### config.mk
export PLATFORM = sky130hd
export DESIGN_NAME = stce_grad
export DESIGN_NICKNAME = d
export VERILOG_FILES = /design/src/rtl/stce_pkg.sv /design/src/rtl/stce_grad.sv
export SDC_FILE = /design/constraint.sdc
export NUM_CORES = 2
export LEC_CHECK = 0
export BUFFER_PORTS_ARGS = -buffer_cell sky130_fd_sc_hd__buf_2
export CAP_MARGIN = 5
export CORE_MARGIN = 2
export CORE_UTILIZATION = 51
export CTS_CLUSTER_SIZE = 10
export DETAILED_ROUTE_END_ITERATION = 10
export PLACE_DENSITY_LB_ADDON = 0.25
export REMOVE_ABC_BUFFERS = 1
export SLEW_MARGIN = 20
export SYNTH_ARGS = -nofsm -noshare
export SYNTH_HDL_FRONTEND = slang
export SYNTH_SLANG_ARGS = --single-unit
### constraint.sdc
create_clock -name clk_i -period 7.5 [get_ports clk_i]
set_input_delay 0.75 -clock clk_i [delete_from_list [all_inputs] [get_ports clk_i]]
set_output_delay 0.75 -clock clk_i [all_outputs]
set_load 0.05 [all_outputs]
### src/rtl/stce_pkg.sv
// shared widths, register indexes and types for the terrain cell elevation core
// no dependencies; every other file imports this package
package stce_pkg;

  // fixed point layout
  localparam int FRAC_BITS    = 12;
  localparam int COORD_W      = 12;
  localparam int REG_W        = 32;
  localparam int CELL_W       = 24;
  localparam int POS_W        = 38;
  localparam int GRAD_W       = 55;
  localparam int SUM_W        = 58;
  localparam int ELEV_W       = 40;
  localparam int PIPE_DEPTH   = 9;

  // sine table geometry
  localparam int SINE_IDX_W   = 10;
  localparam int SINE_ENTRIES = 1 << SINE_IDX_W;
  localparam int SINE_ADDR_W  = SINE_IDX_W + 1;
  localparam int SINE_MAG_W   = 31;
  localparam int SINE_W       = 32;

  // configuration register indexes
  localparam int CFG_IDX_W = 3;
  localparam logic [CFG_IDX_W-1:0] REG_BASE_ELEV  = 3'd0;
  localparam logic [CFG_IDX_W-1:0] REG_GRAD_EAST  = 3'd1;
  localparam logic [CFG_IDX_W-1:0] REG_GRAD_NORTH = 3'd2;
  localparam logic [CFG_IDX_W-1:0] REG_AMPLITUDE  = 3'd3;
  localparam logic [CFG_IDX_W-1:0] REG_WAVE_RATE  = 3'd4;
  localparam logic [CFG_IDX_W-1:0] REG_EAST_START = 3'd5;
  localparam logic [CFG_IDX_W-1:0] REG_NORTH_START = 3'd6;
  localparam logic [CFG_IDX_W-1:0] REG_CELL_SIZE  = 3'd7;

  localparam logic [CELL_W-1:0] CELL_SIZE_RESET = 24'd4096;

  // one sine lookup: table address and sign of the result
  typedef struct packed {
    logic                   neg;
    logic [SINE_ADDR_W-1:0] addr;
  } sine_req_t;

endpackage

### src/rtl/stce_grad.sv
// gradient term round(g * pos / 2^16) over two stages: partial products, then the rounded sum
// depends on stce_pkg
module stce_grad (
  input  logic                               clk_i,
  input  logic signed [stce_pkg::REG_W-1:0]  grad_i,
  input  logic signed [stce_pkg::POS_W-1:0]  pos_i,
  output logic signed [stce_pkg::GRAD_W-1:0] term_o
);
  import stce_pkg::*;

  localparam int LO_W  = 16;
  localparam int HI_W  = POS_W - LO_W;
  localparam int HP_W  = REG_W + HI_W;
  localparam int LP_W  = REG_W + LO_W + 1;
  localparam int LR_W  = LP_W + 1;
  localparam int LS_W  = LR_W - LO_W;

  logic signed [HP_W-1:0]   hi_prod_d, hi_prod_q;
  logic signed [LP_W-1:0]   lo_prod_d, lo_prod_q;
  logic signed [LR_W-1:0]   lo_rnd;
  logic signed [GRAD_W-1:0] term_d, term_q;

  // split pos into signed upper part and unsigned low 16 bits
  assign hi_prod_d = HP_W'(grad_i) * HP_W'($signed(pos_i[POS_W-1:LO_W]));
  assign lo_prod_d = LP_W'(grad_i) * LP_W'($signed({1'b0, pos_i[LO_W-1:0]}));

  // recombine with the rounding half on the low product
  assign lo_rnd = {lo_prod_q[LP_W-1], lo_prod_q} + (LR_W'(1) <<< (LO_W - 1));
  assign term_d = {{(GRAD_W-HP_W){hi_prod_q[HP_W-1]}}, hi_prod_q}
                + {{(GRAD_W-LS_W){lo_rnd[LR_W-1]}}, lo_rnd[LR_W-1:LO_W]};

  always_ff @(posedge clk_i) begin
    hi_prod_q <= hi_prod_d;
    lo_prod_q <= lo_prod_d;
    term_q    <= term_d;
  end

  assign term_o = term_q;

endmodule

**Word-level counts from Yosys, hierarchy flattened**

Index checks and enable logic that the tools add are counted.
Widths: inputs -> output; s select.

- Bits in registers: 158
- Latch bits: 0
- Memory bits (writable): 0
- Bits in read-only memories: 0
- Bits of input ports: 71
- Output and inout port bits: 55
- Logic and storage cells: 7
- Memories: 0

- $add $sub $neg: 2
- Multipliers: 2
- Div/mod/pow operators: 0
- Order comparisons: 0
- Equal/unequal tests: 0
- Shifts and indexed selects: 0
- Muxes and demuxes: 0
- Bitwise operators: 0
- Reduce and logical (&&, ||, !) cells: 0

Operators by type and width:

| operator | count |
|---|---|
| $add 54x34->55 | 1 |
| $mul 32x22->54 | 1 |
| $add 49x17->50 const B | 1 |
| $mul 32x17->49 | 1 |

**Depth between registers and ports, before layout**

- Depth after elaboration: 2
- Depth in mapped cells: 27
- Mapped depth without buffers: 25

**Least setup slack after synthesis**

OpenSTA, ideal clock, no wires.

- Kind: input to register
- Start point: input port grad_i[31] (netlist name)
- End point: register hi_prod_q[52]
- Library setup time: 0.103 ns
- Data arrival time: 7.140 ns
- Data required time: 7.397 ns
- Setup slack: 0.257 ns
- Stages on the path: 23
- Path buffers: 2
- Path through: clkbuf_1 -> clkbuf_1 -> nand2_1 -> inv_1 -> fa_1 -> fa_1 -> inv_1 -> fa_1 -> inv_1 -> fa_1 -> fa_1 -> fa_1 -> inv_1 -> fa_1 -> inv_1 -> ha_1 -> a21o_1 -> a211o_1 -> nor2b_1 -> o21ai_0 -> o21ai_1 -> mux2i_1 -> a2111oi_2

- Longest elaborated chain between the ends: 1

Ends and longest elaborated chain:

| element | RTL line | text |
|---|---|---|
| start: declaration | stce_grad.sv:5 | `input logic signed [stce_pkg::REG_W-1:0] grad_i,` |
| $mul 32x22->54 | stce_grad.sv:24 | `assign hi_prod_d = HP_W'(grad_i) * HP_W'($signed(pos_i[POS_W-1:LO_W]));` |
| named net hi_prod_d[52] | stce_grad.sv:18 | `logic signed [HP_W-1:0] hi_prod_d, hi_prod_q;` |
| end signal: assignment | stce_grad.sv:33 | `hi_prod_q <= hi_prod_d;` |
| end: declaration | stce_grad.sv:18 |  |

The timed path passes the listed nets, and every way through them passes these cells.

**Worst setup path after layout**

- Start point: input port grad_i[23] (netlist name)
- End point: register hi_prod_q[52]

The elaborated chain is that of the path after synthesis.

==> results by group <==
Detailed routing
  • Met2 WL: roughly 63000 um
  • ANT nets after route: 0
  • Via count: 36030
  • Met3 Wirelength: 7307 um
  • DRC: 0
  • Wl on met1: between 40000 and 50000 um
  • DR vias/cell: 5.294
  • Initial DRC count: 2213
  • Post-Route WL: 128900 um
  • DR WL/cell: ~19 um
  • Max Used Layer: met4
  • First-pass DRT Iterations: 6

Min path
  • Hold WC Path Type: reg -> reg

Floorplan
  • # rows: 113
  • Core ar.: 94590 um^2
  • Die footprint: ~97000 um^2
  • Initial Util: 51.20%
  • Die height: 312.2 um
  • Die X: 312.2 um
  • Io pins: 126

Place
  • Post-DP HPWL: 108300 um
  • Port-buffer cells: 125
  • GPL Wtd Cong: 0.9194
  • Dpl cells: 6772
  • Dpl ws: -400.4 ps
  • Area after DPL: 51830 um^2

STA
  • Fin crit period: 7214 ps
  • Setup Skew: 16.52 ps
  • FMAX: 138.6 MHz
  • # setup viols final: 0
  • Final period util: 96.19%
  • RSZ-0062 raised after global routing: no
  • Rel. slew slack: 47.71%
  • Final Hold Vio Count: 0
  • Final Slew Violations: 0
  • Worst-margin pin slew: 776.2 ps
  • Slack of the critical path: ~290 ps

Clock network
  • Worst-path clk slew: 70 ps
  • Number of setup buffers added after CTS: 0
  • Clk_lat worst skew: 500 ps
  • Resized cells post-CTS: 0
  • Hold-fix buffer count after cts: 0
  • Clk buf depth: 2
  • H-Tree Depth: 4
  • Clock sink total: about 140
  • CTS tree: done
  • Num CTS Buffers: 17
  • Root Buffer: clkbuf_16

Synthesis
  • Ys flop type: dfxtp_1
  • Mean Syn Cell Area: 8.987 um^2
  • Synth unique cells: 71
  • Post-Syn Area: around 48000 um^2
  • Gate Count Post-Synth: 5389
  • Top cells by area, synth: fa_1 (49%), inv_1 (9.8%), ha_1 (8.4%), nand2_1 (6.3%), and2_1 (6.1%)
  • Synthesized flop and latch total: 143
  • Area leader, netlist: fa_1
  • Post-synthesis sequential area ratio: 5.911%
  • Synth top area share: between 40% and 50%
  • Synth Warn #: 0
  • FFs w/ async S/R, synth: 0%
  • Number of flops mapped to enable cells by yosys: 0

Setup path
  • Worst Setup Path Type: in -> reg
  • Crit-path max FO: 14
  • Req. time, crit path: a little under 8000 ps
  • CP startpoint kind: input pin
  • Worst Setup End Kind: flip-flop
  • Critical Path AT: 7600 ps

Finish
  • Fraction of layout cells with a size suffix above 1: under 10%
  • Area grow syn2layout: 8.500%
  • Finished Layout Cells: 6805
  • Fin nets: 7111
  • Fin util: 55.56%
  • Finished Cell Area: about 53000 um^2

Global routing
  • Largest net degree at the start of global routing: 33
  • First-pass GRT wire length: roughly 210000 um
  • Vias in the first global route: 39960
  • Initial antenna violation count: 2
  • Final global-route overflow total: 0
  • GRT Total Usage: 28.12%

Flow run
  • Max cap viols: 0

Status
  • Outcome: complete, no violations
[synthesized netlist by cell type (4+ instances only)]
master	n
inv_1	1268
nor2b_1	13
o21ai_1	18
clkbuf_1	267
nand3_1	44
o21a_1	17
o211ai_1	11
a221o_1	4
xnor2_1	105
a211oi_1	16
o21bai_1	26
dfxtp_1	143
a31oi_1	31
nand2b_1	17
a211o_1	4
nor3_1	38
o311ai_1	4
a221oi_1	6
fa_1	1189
o41ai_1	6
ha_1	325
or3_1	9
o31ai_1	9
o21ai_0	46
xor2_1	68
nand2_1	811
and3_1	30
nand3b_1	4
nor2_1	102
a21o_1	71
and2_1	475
nand4_1	20
a21oi_1	135
[path summary, 6_finish.rpt]
check | from | to | slack [ps] | cells after the start
worst max-delay path | grad_i[23] | hi_prod_q[52] | 290 | 22
worst min-delay path | hi_prod_q[0] | term_o[0] | 470 | 1
worst max register to register | lo_prod_q[17] | term_o[41] | 2050 | 17
worst min register to register | hi_prod_q[0] | term_o[0] | 470 | 1
[sequential cells by signal (all words and copies together) (netlist names)]
name and flops:
hi_prod_q 54, term_o 55, lo_prod_q 34
[per-layer routing]
metal	track usage [%]	up-vias
met5	0	-
met4	16.64	0
met3	3.550	334
met2	48.33	1164
met1	34.05	18410
li1	-	16120
[kinds of logic after synthesis]
family                   synth area share, %
adder cells (fa/ha/maj)                57.54
buffers and inverters                  11.91
XOR/XNOR                               3.129
flip-flops                             5.911
multiplexers                         0.02067
AO/OA/AOI/OAI                          5.942
AND/OR/NAND/NOR                        15.54
[metrics by stage]
step / setup TNS (ps) / hold slack (ps)
floorplan: 0 / 432.4
global placement: -1977 / 462.2
detailed placement: -2788 / 461.5
CTS: 0 / 485.5
global route: 0 / 495.0
finish: 0 / 473.3
[cells in the final DEF, fill, tap and decap left out, types with 102 or more instances in the layout]
cell     netlist  layout
inv_1       1268    1268
fa_1        1189    1189
nand2_1      811     811
and2_1       475     475
ha_1         325     325
buf_4          0     243
dfxtp_1      143     143
a21oi_1      135     134
buf_2          0     112
xnor2_1      105     105
nor2_1       102     102
[layout make-up]
class                      instances  area, um^2
fill                            8562       42040
multi-input combinational       3709       39840
inverter                        1268        4760
sequential                       143        2863
timing repair buffer             387        2858
tap                             1265        1583
clock buffer                      17       425.4
clock inverter                    15       215.2
antenna                            1       2.502
[worst max-delay path, stage by stage]
cell and delay [ps]:
buf_2 370, nand2_1 140, fa_1 500, fa_1 540, inv_1 80, fa_1 490, fa_1 630, fa_1 450
fa_1 490, inv_1 50, fa_1 470, inv_1 40, ha_1 370, nand4_1 210, nor4_2 360, o21ai_0 130
o21ba_1 370, o311ai_2 170, a211oi_1 300, o21ai_1 170, mux2i_1 160, a2111oi_2 330
Power is left out: the tool's default activity adds up to more than one toggle a clock period on the data nets, which glitch-free logic cannot reach.
