===== src/rtl/stce_pkg.sv =====
// shared widths, register indexes and types for the terrain cell elevation core
// no dependencies; every other file imports this package
package stce_pkg;

  // fixed point layout
  localparam int FRAC_BITS    = 12;
  localparam int COORD_W      = 12;
  localparam int REG_W        = 32;
  localparam int CELL_W       = 24;
  localparam int POS_W        = 38;
  localparam int GRAD_W       = 55;
  localparam int SUM_W        = 58;
  localparam int ELEV_W       = 40;
  localparam int PIPE_DEPTH   = 9;

  // sine table geometry
  localparam int SINE_IDX_W   = 10;
  localparam int SINE_ENTRIES = 1 << SINE_IDX_W;
  localparam int SINE_ADDR_W  = SINE_IDX_W + 1;
  localparam int SINE_MAG_W   = 31;
  localparam int SINE_W       = 32;

  // configuration register indexes
  localparam int CFG_IDX_W = 3;
  localparam logic [CFG_IDX_W-1:0] REG_BASE_ELEV  = 3'd0;
  localparam logic [CFG_IDX_W-1:0] REG_GRAD_EAST  = 3'd1;
  localparam logic [CFG_IDX_W-1:0] REG_GRAD_NORTH = 3'd2;
  localparam logic [CFG_IDX_W-1:0] REG_AMPLITUDE  = 3'd3;
  localparam logic [CFG_IDX_W-1:0] REG_WAVE_RATE  = 3'd4;
  localparam logic [CFG_IDX_W-1:0] REG_EAST_START = 3'd5;
  localparam logic [CFG_IDX_W-1:0] REG_NORTH_START = 3'd6;
  localparam logic [CFG_IDX_W-1:0] REG_CELL_SIZE  = 3'd7;

  localparam logic [CELL_W-1:0] CELL_SIZE_RESET = 24'd4096;

  // one sine lookup: table address and sign of the result
  typedef struct packed {
    logic                   neg;
    logic [SINE_ADDR_W-1:0] addr;
  } sine_req_t;

endpackage


===== src/rtl/stce_phase.sv =====
// phase of one axis: pos * wave rate in turns, turned into a sine table lookup
// depends on stce_pkg
module stce_phase (
  input  logic                              clk_i,
  input  logic signed [stce_pkg::POS_W-1:0] pos_i,
  input  logic        [stce_pkg::REG_W-1:0] rate_i,
  output stce_pkg::sine_req_t               req_o
);
  import stce_pkg::*;

  localparam int PH_W   = FRAC_BITS + 32;
  localparam int LO_W   = 16;
  localparam int HI_W   = PH_W - LO_W;
  localparam int PL_W   = LO_W + REG_W;

  logic [PH_W-1:0]       pos_ext;
  logic [PL_W-1:0]       pl_d, pl_q;
  logic [HI_W-1:0]       ph_hi_d, ph_hi_q;
  logic [PH_W-1:0]       full;
  logic [31:0]           phase;
  logic [SINE_IDX_W-1:0] idx;
  sine_req_t             req_d, req_q;

  // only the low PH_W bits of the product reach the phase
  assign pos_ext = {{(PH_W-POS_W){pos_i[POS_W-1]}}, pos_i};
  assign pl_d    = PL_W'(pos_ext[LO_W-1:0]) * PL_W'(rate_i);
  assign ph_hi_d = pos_ext[PH_W-1:LO_W] * rate_i[HI_W-1:0];

  // wrapped phase, quadrant and table index
  assign full  = {ph_hi_q, {LO_W{1'b0}}} + pl_q[PH_W-1:0];
  assign phase = full[PH_W-1:FRAC_BITS];
  assign idx   = phase[29 -: SINE_IDX_W];

  // odd quadrants mirror the table, the upper half negates
  always_comb begin
    req_d.neg = phase[31];
    if (phase[30]) begin
      req_d.addr = SINE_ADDR_W'(SINE_ENTRIES) - {1'b0, idx};
    end else begin
      req_d.addr = {1'b0, idx};
    end
  end

  always_ff @(posedge clk_i) begin
    pl_q    <= pl_d;
    ph_hi_q <= ph_hi_d;
    req_q   <= req_d;
  end

  assign req_o = req_q;

endmodule


===== config.mk =====
export PLATFORM = sky130hd
export DESIGN_NAME = stce_phase
export DESIGN_NICKNAME = d
export VERILOG_FILES = /design/src/rtl/stce_pkg.sv /design/src/rtl/stce_phase.sv
export SDC_FILE = /design/constraint.sdc
export NUM_CORES = 2
export LEC_CHECK = 0
export ABC_AREA = 1
export BUFFER_PORTS_ARGS = -buffer_cell sky130_fd_sc_hd__clkbuf_2
export CAP_MARGIN = 20
export CORE_MARGIN = 1
export CORE_UTILIZATION = 30
export CTS_CLUSTER_DIAMETER = 150
export DETAILED_ROUTE_END_ITERATION = 6
export GPL_TIMING_DRIVEN = 0
export SLEW_MARGIN = 20
export SYNTH_ARGS = -nofsm -noshare
export SYNTH_HDL_FRONTEND = slang
export SYNTH_SLANG_ARGS = --single-unit
export TNS_END_PERCENT = 30

===== constraint.sdc =====
create_clock -name clk_i -period 6.9 [get_ports clk_i]
set_input_delay 1.38 -clock clk_i [delete_from_list [all_inputs] [get_ports clk_i]]
set_output_delay 1.38 -clock clk_i [all_outputs]
set_load 0.03 [all_outputs]

== Word-level counts from Yosys, hierarchy flattened ==
Cells that the tools add are included.

* Bits in registers: 84
* ROM bits: 0
* Memories kept: 0
* Word-level logic and storage cells: 10
* RAM bits: 0
* Latch bits: 0
* Output and inout port bits: 12
* Input port bits: 71

* Mux-type cells: 1
* Order comparisons: 0
* Div/mod/pow operators: 0
* $mul: 2
* $add $sub $neg: 2
* Reductions and logical operators: 0
* Equality and inequality tests: 0
* Shift operators: 0
* Bitwise operators: 0

{| class="wikitable"
|+ Operator list
! operator !! number
|-
| adder 44 bit || 1
|-
| multiplier 16 x 32 -> 44 bit || 1
|-
| multiplier 22 x 28 -> 28 bit || 1
|-
| subtractor 11 x 10 -> 11 bit, first input constant || 1
|-
| 2-to-1 mux 10 bit || 1
|}

== Depth between registers and ports, before layout ==
* Depth in word-level cells: 3
* Gate-level depth with buffers: 32
* Depth with buffers taken out: 30

== Least setup slack after synthesis ==
OpenSTA, ideal clock, no wires.

* Path type: in2reg
* Start: input port pos_i[24] in the netlist's numbering
* End: register ph_hi_q[22]
* Data arrival time: 6934 ps
* Path buffers: 2
* Stages: 23
* Path slack: -161 ps
* Setup time: 127 ps
* Data required time: 6773 ps
* Cell sequence: clkbuf_1 > clkbuf_1 > nand2_1 > fa_1 > fa_1 > inv_1 > fa_1 > inv_1 > fa_1 > inv_1 > fa_1 > fa_1 > inv_1 > fa_1 > inv_1 > ha_1 > a21oi_1 > o21ai_0 > a21oi_1 > nand2_1 > a21boi_0 > o21ai_0 > xor2_1

* Word-level cells in the longest chain between the ends: 1

{| class="wikitable"
|+ RTL lines
! what !! line !! RTL
|-
| start: declaration || stce_phase.sv:5 || <nowiki>input logic signed [stce_pkg::POS_W-1:0] pos_i,</nowiki>
|-
| multiplier 22 x 28 -> 28 bit || stce_phase.sv:27 || <nowiki>assign ph_hi_d = pos_ext[PH_W-1:LO_W] * rate_i[HI_W-1:0];</nowiki>
|-
| via ph_hi_d[22] || stce_phase.sv:18 || <nowiki>logic [HI_W-1:0] ph_hi_d, ph_hi_q;</nowiki>
|-
| end signal: assignment || stce_phase.sv:46 || <nowiki>ph_hi_q <= ph_hi_d;</nowiki>
|-
| end: declaration || stce_phase.sv:18 ||
|}

The timed path passes the listed nets, and every way through them passes these cells.
A chain may end at the register's enable or synchronous reset.

== Worst setup path after layout ==
* Start: input port rate_i[6] in the netlist's numbering
* End: register ph_hi_q[26]

* Word-level cells in the longest chain between the ends: 1

{| class="wikitable"
|+ RTL lines
! what !! line !! RTL
|-
| start: declaration || stce_phase.sv:6 || <nowiki>input logic [stce_pkg::REG_W-1:0] rate_i,</nowiki>
|-
| multiplier 22 x 28 -> 28 bit || stce_phase.sv:27 ||
|-
| via ph_hi_d[26] || stce_phase.sv:18 ||
|}

The timed path passes the listed nets, and every way through them passes these cells.

==> summary.md <==
| Metric | Value |
|---|---|
| Remaining DRCs | 0 |
| Largest net degree at the start of global routing | 14 |
| RSZ-0062 raised after global routing | true |
| Root buffer cell | clkbuf_16 |
| Fin nets | approximately 5400 |
| Cts hold-fix bufs | 0 |
| Critical R2R Launch | ph_hi_q[16] |
| # IOs | slightly above 80 |
| Via Count | between 20000 and 30000 |
| Fraction of the mapped netlist area in adder cells | a little over half |
| Fin crit period | 6.93 ns |
| Skew final | slightly below 0.008 ns |
| Drt pass-1 iters | 7 |
| Initial antenna violation count | 9 |
| H-tree depth | 3 |
| Avg Inst Size Synth | between 7 and 8 sq um |
| Crit path top cell by count | nand2_1 |
| Num rows | roughly 120 |
| R2R depth | 13 |
| Min-Delay Path Class | flop to flop |
| Failing checks | setup timing |
| Buf/Inv on CP | 6 |
| Later-pin clock latency in the skew report | around 0.35 ns |
| Crit Path Max Fanout | 6 |
| Drt total wl | about 110000 microns |
| Final Hold Viols | 0 |
| RD Place Congestion | just under 1 |
| Commonest cells in the netlist | nand2_1 (1290), inv_1 (1289), fa_1 (706) |
| WP depth | 24 |
| Buffer depth of the longest clock path | 2 |
| Fillers | 11100 |
| CTS tree | yes |
| Yosys top cell area share | about 45% |
| Synth Area in Simple Gates | around a fifth |
| Die area | 0.107 sq mm |
| Post-place setup slack | -2.11 ns |
| Critical Path RT | slightly above 7 ns |
| Yosys reg bits | around 70 |
| Largest family of logic cells by synthesized area | adder cells |
| DRT antenna net count | 0 |
| Fin crit share | 100% |
| Yosys warns | 0 |
| 1st-iter DRT viols | 2293 |
| Vias in the first global route | between 20000 and 30000 |
| Post-Synth XOR/XNOR Area | 2.26% |
| First-pass GRT wire length | about 170000 microns |
| GRT Util Overall | about a fifth |
| # clock sinks | a little under 70 |
| DR vias/cell | approximately 4.7 |
| HPWL Detailed | 93000 microns |
| Crit path largest cell delay | 0.55 ns |
| CP cell instances | clkbuf_16 -> buf_12 -> buf_4 -> nand2_1 -> inv_1 -> fa_1 -> inv_1 -> fa_2 -> inv_1 -> fa_2 -> fa_1 -> fa_2 -> fa_1 -> fa_2 -> ha_4 -> nand2_1 -> nor4_4 -> nand4_1 -> nand3_2 -> nand2_1 -> nand2_1 -> nand2_1 -> nand2_2 -> xor2_4 |
| F_max | around 140 MHz |
| Count of cell types in the netlist | between 40 and 50 |
| Placed insts | 5711 |
| Top cells by area, synth | fa_1 (45%), nand2_1 (15%), inv_1 (15%), ha_1 (8.9%), dfxtp_1 (4.3%) |
| IO Port Bufs | 54 |
| Area of the multi-input gates | 0.0253 sq mm |
| Worst Setup SP | rate_i[6] |
| Worst hold path depth | 2 |
| Layout overhead on the synthesized area | 14.4% |
| Reg area | roughly 0.0014 sq mm |
| Max-cap violations | 0 |
| Die Wd | around 330 microns |
| Grt total ovfl | 0 |
| Setup CP Type | primary input to flop |
| Asr flop ratio synth | 0% |
| Post-Syn Nets | approximately 5300 |
| Syn Inst Count | between 4000 and 5000 |
| Share of cells above drive strength 1 | a little under a tenth |
| Sequential area share after synthesis | approximately 4.3% |
| Non-filler cells, final | 5761 |
| Fin. max-slew vios | 0 |
| Avg WL per Cell | slightly below 20 microns |
| Slowest stage cell, crit path | fa_2 |
| CTS Buf Count | 9 |
| Post-synth EDFFs | 0 |
| Count leader, synth | nand2_1 |
| Final setup fails | 1 |
| Slew margin rel. | 34.7% |
| Leading area contributor after synthesis | fa_1 |
| Starting Density | a little over 30% |
| Final Worst Setup Slack | -0.0281 ns |
| Outcome | complete, but fails checks |
| Startpoint Class | primary input |
| Synth Area in Compound Gates | 3.29% |
| Clk pin slew, worst setup/hold paths | about 0.05 ns |
| HP Start | ph_hi_q[27] |
| Crit path max-delay family | adder cells |
| Ys flop type | dfxtp_1 |
| Worst Tran Pin Value | ~0.98 ns |
| Mux contribution to synthesized area | 0% |
| Crit. End Element | flop |
| Data arrival time of the worst path | ~7.2 ns |
| Core outline area | about 0.10 sq mm |
| Die height | between 300 and 400 microns |
| Syn Std Cell Area | between 0.03 and 0.04 sq mm |
## path summary, 6_finish.rpt
path	to	slack, ns
worst max register to register	req_o[4]	4.50
worst min register to register	req_o[11]	0.66
worst min-delay path	req_o[11]	0.66
worst max-delay path	ph_hi_q[26]	-0.03
## state kept, by name, summed over array words and instances, names as in the netlist
name,flops
pl_q,28
req_o,12
ph_hi_q,28
## area by class of cell
class | count | share of cell area (%)
antenna | 2 | 0.0138
buffer | 173 | 5.79
clock buffer | 11 | 0.668
clock inverter | 5 | 0.103
inverter | 1292 | 13.3
multi-input combinational | 2736 | 69.7
sequential | 68 | 3.75
tap | 1380 | 4.75
timing repair buffer | 94 | 1.93
## metal layers
layer	global-route usage (%)	up-vias	part of all wire, %
met3	4.35	247	10
met4	7.34	6	3.9
met2	32.8	1228	45
met1	28.1	13600	41
li1	-	12200	-
met5	0	-	0.037
## tightest hold or removal path: stages (launching register included)
cell	delay [ns]
dfxtp_1	0.32
xnor2_1	0.18
xor2_1	0.10
## cells in the final DEF (no fill, tap or decap), drive strengths merged, types with 3 or more instances in the layout
cell type / instances
a31oi: 9
nand3b: 4
o21ai: 53
buf: 127
and3: 4
clkinv: 3
nor2: 107
fa: 706
o211ai: 3
o21bai: 7
xnor2: 24
o21a: 4
clkbuf: 151
a21oi: 83
xor2: 58
nor4: 4
nor3: 15
nand3: 66
inv: 1292
nand2: 1308
ha: 225
dfxtp: 68
or2: 7
a21boi: 8
a21o: 8
nand4: 23
## cell families after synthesis
| family | after synthesis |
|---|---|
| compound gates | 184 |
| xor+xnor | 82 |
| fa+ha+maj | 931 |
| buf+inv | 1473 |
| flops | 68 |
| simple gates | 1539 |
## per-stage QoR
stage | cell area, sq um | hold WS, ns | utilization [%] | TNS [ns]
final | 36300 | 0.657 | 34.9 | -0.0281
after global routing | 36300 | 0.706 | 34.9 | -1.63
after CTS | 36000 | 0.683 | 34.5 | -0.0658
after detailed placement | 33800 | 0.668 | 32.4 | -56.53
after global placement | 33800 | 0.671 | 32.4 | -56.07
after floorplan | 31800 | 0.532 | - | -0.0373
## repair_timing
action                     in CTS  in global routing
gates cloned                    1                  1
resized for setup             487                137
buffers inserted               34                  4
pin swaps                      29                 31
hold endpoints to repair        0                  0
setup endpoints to repair      47                 29
Power is left out: the tool's default activity adds up to more than one toggle a clock period on the data nets, which glitch-free logic cannot reach.
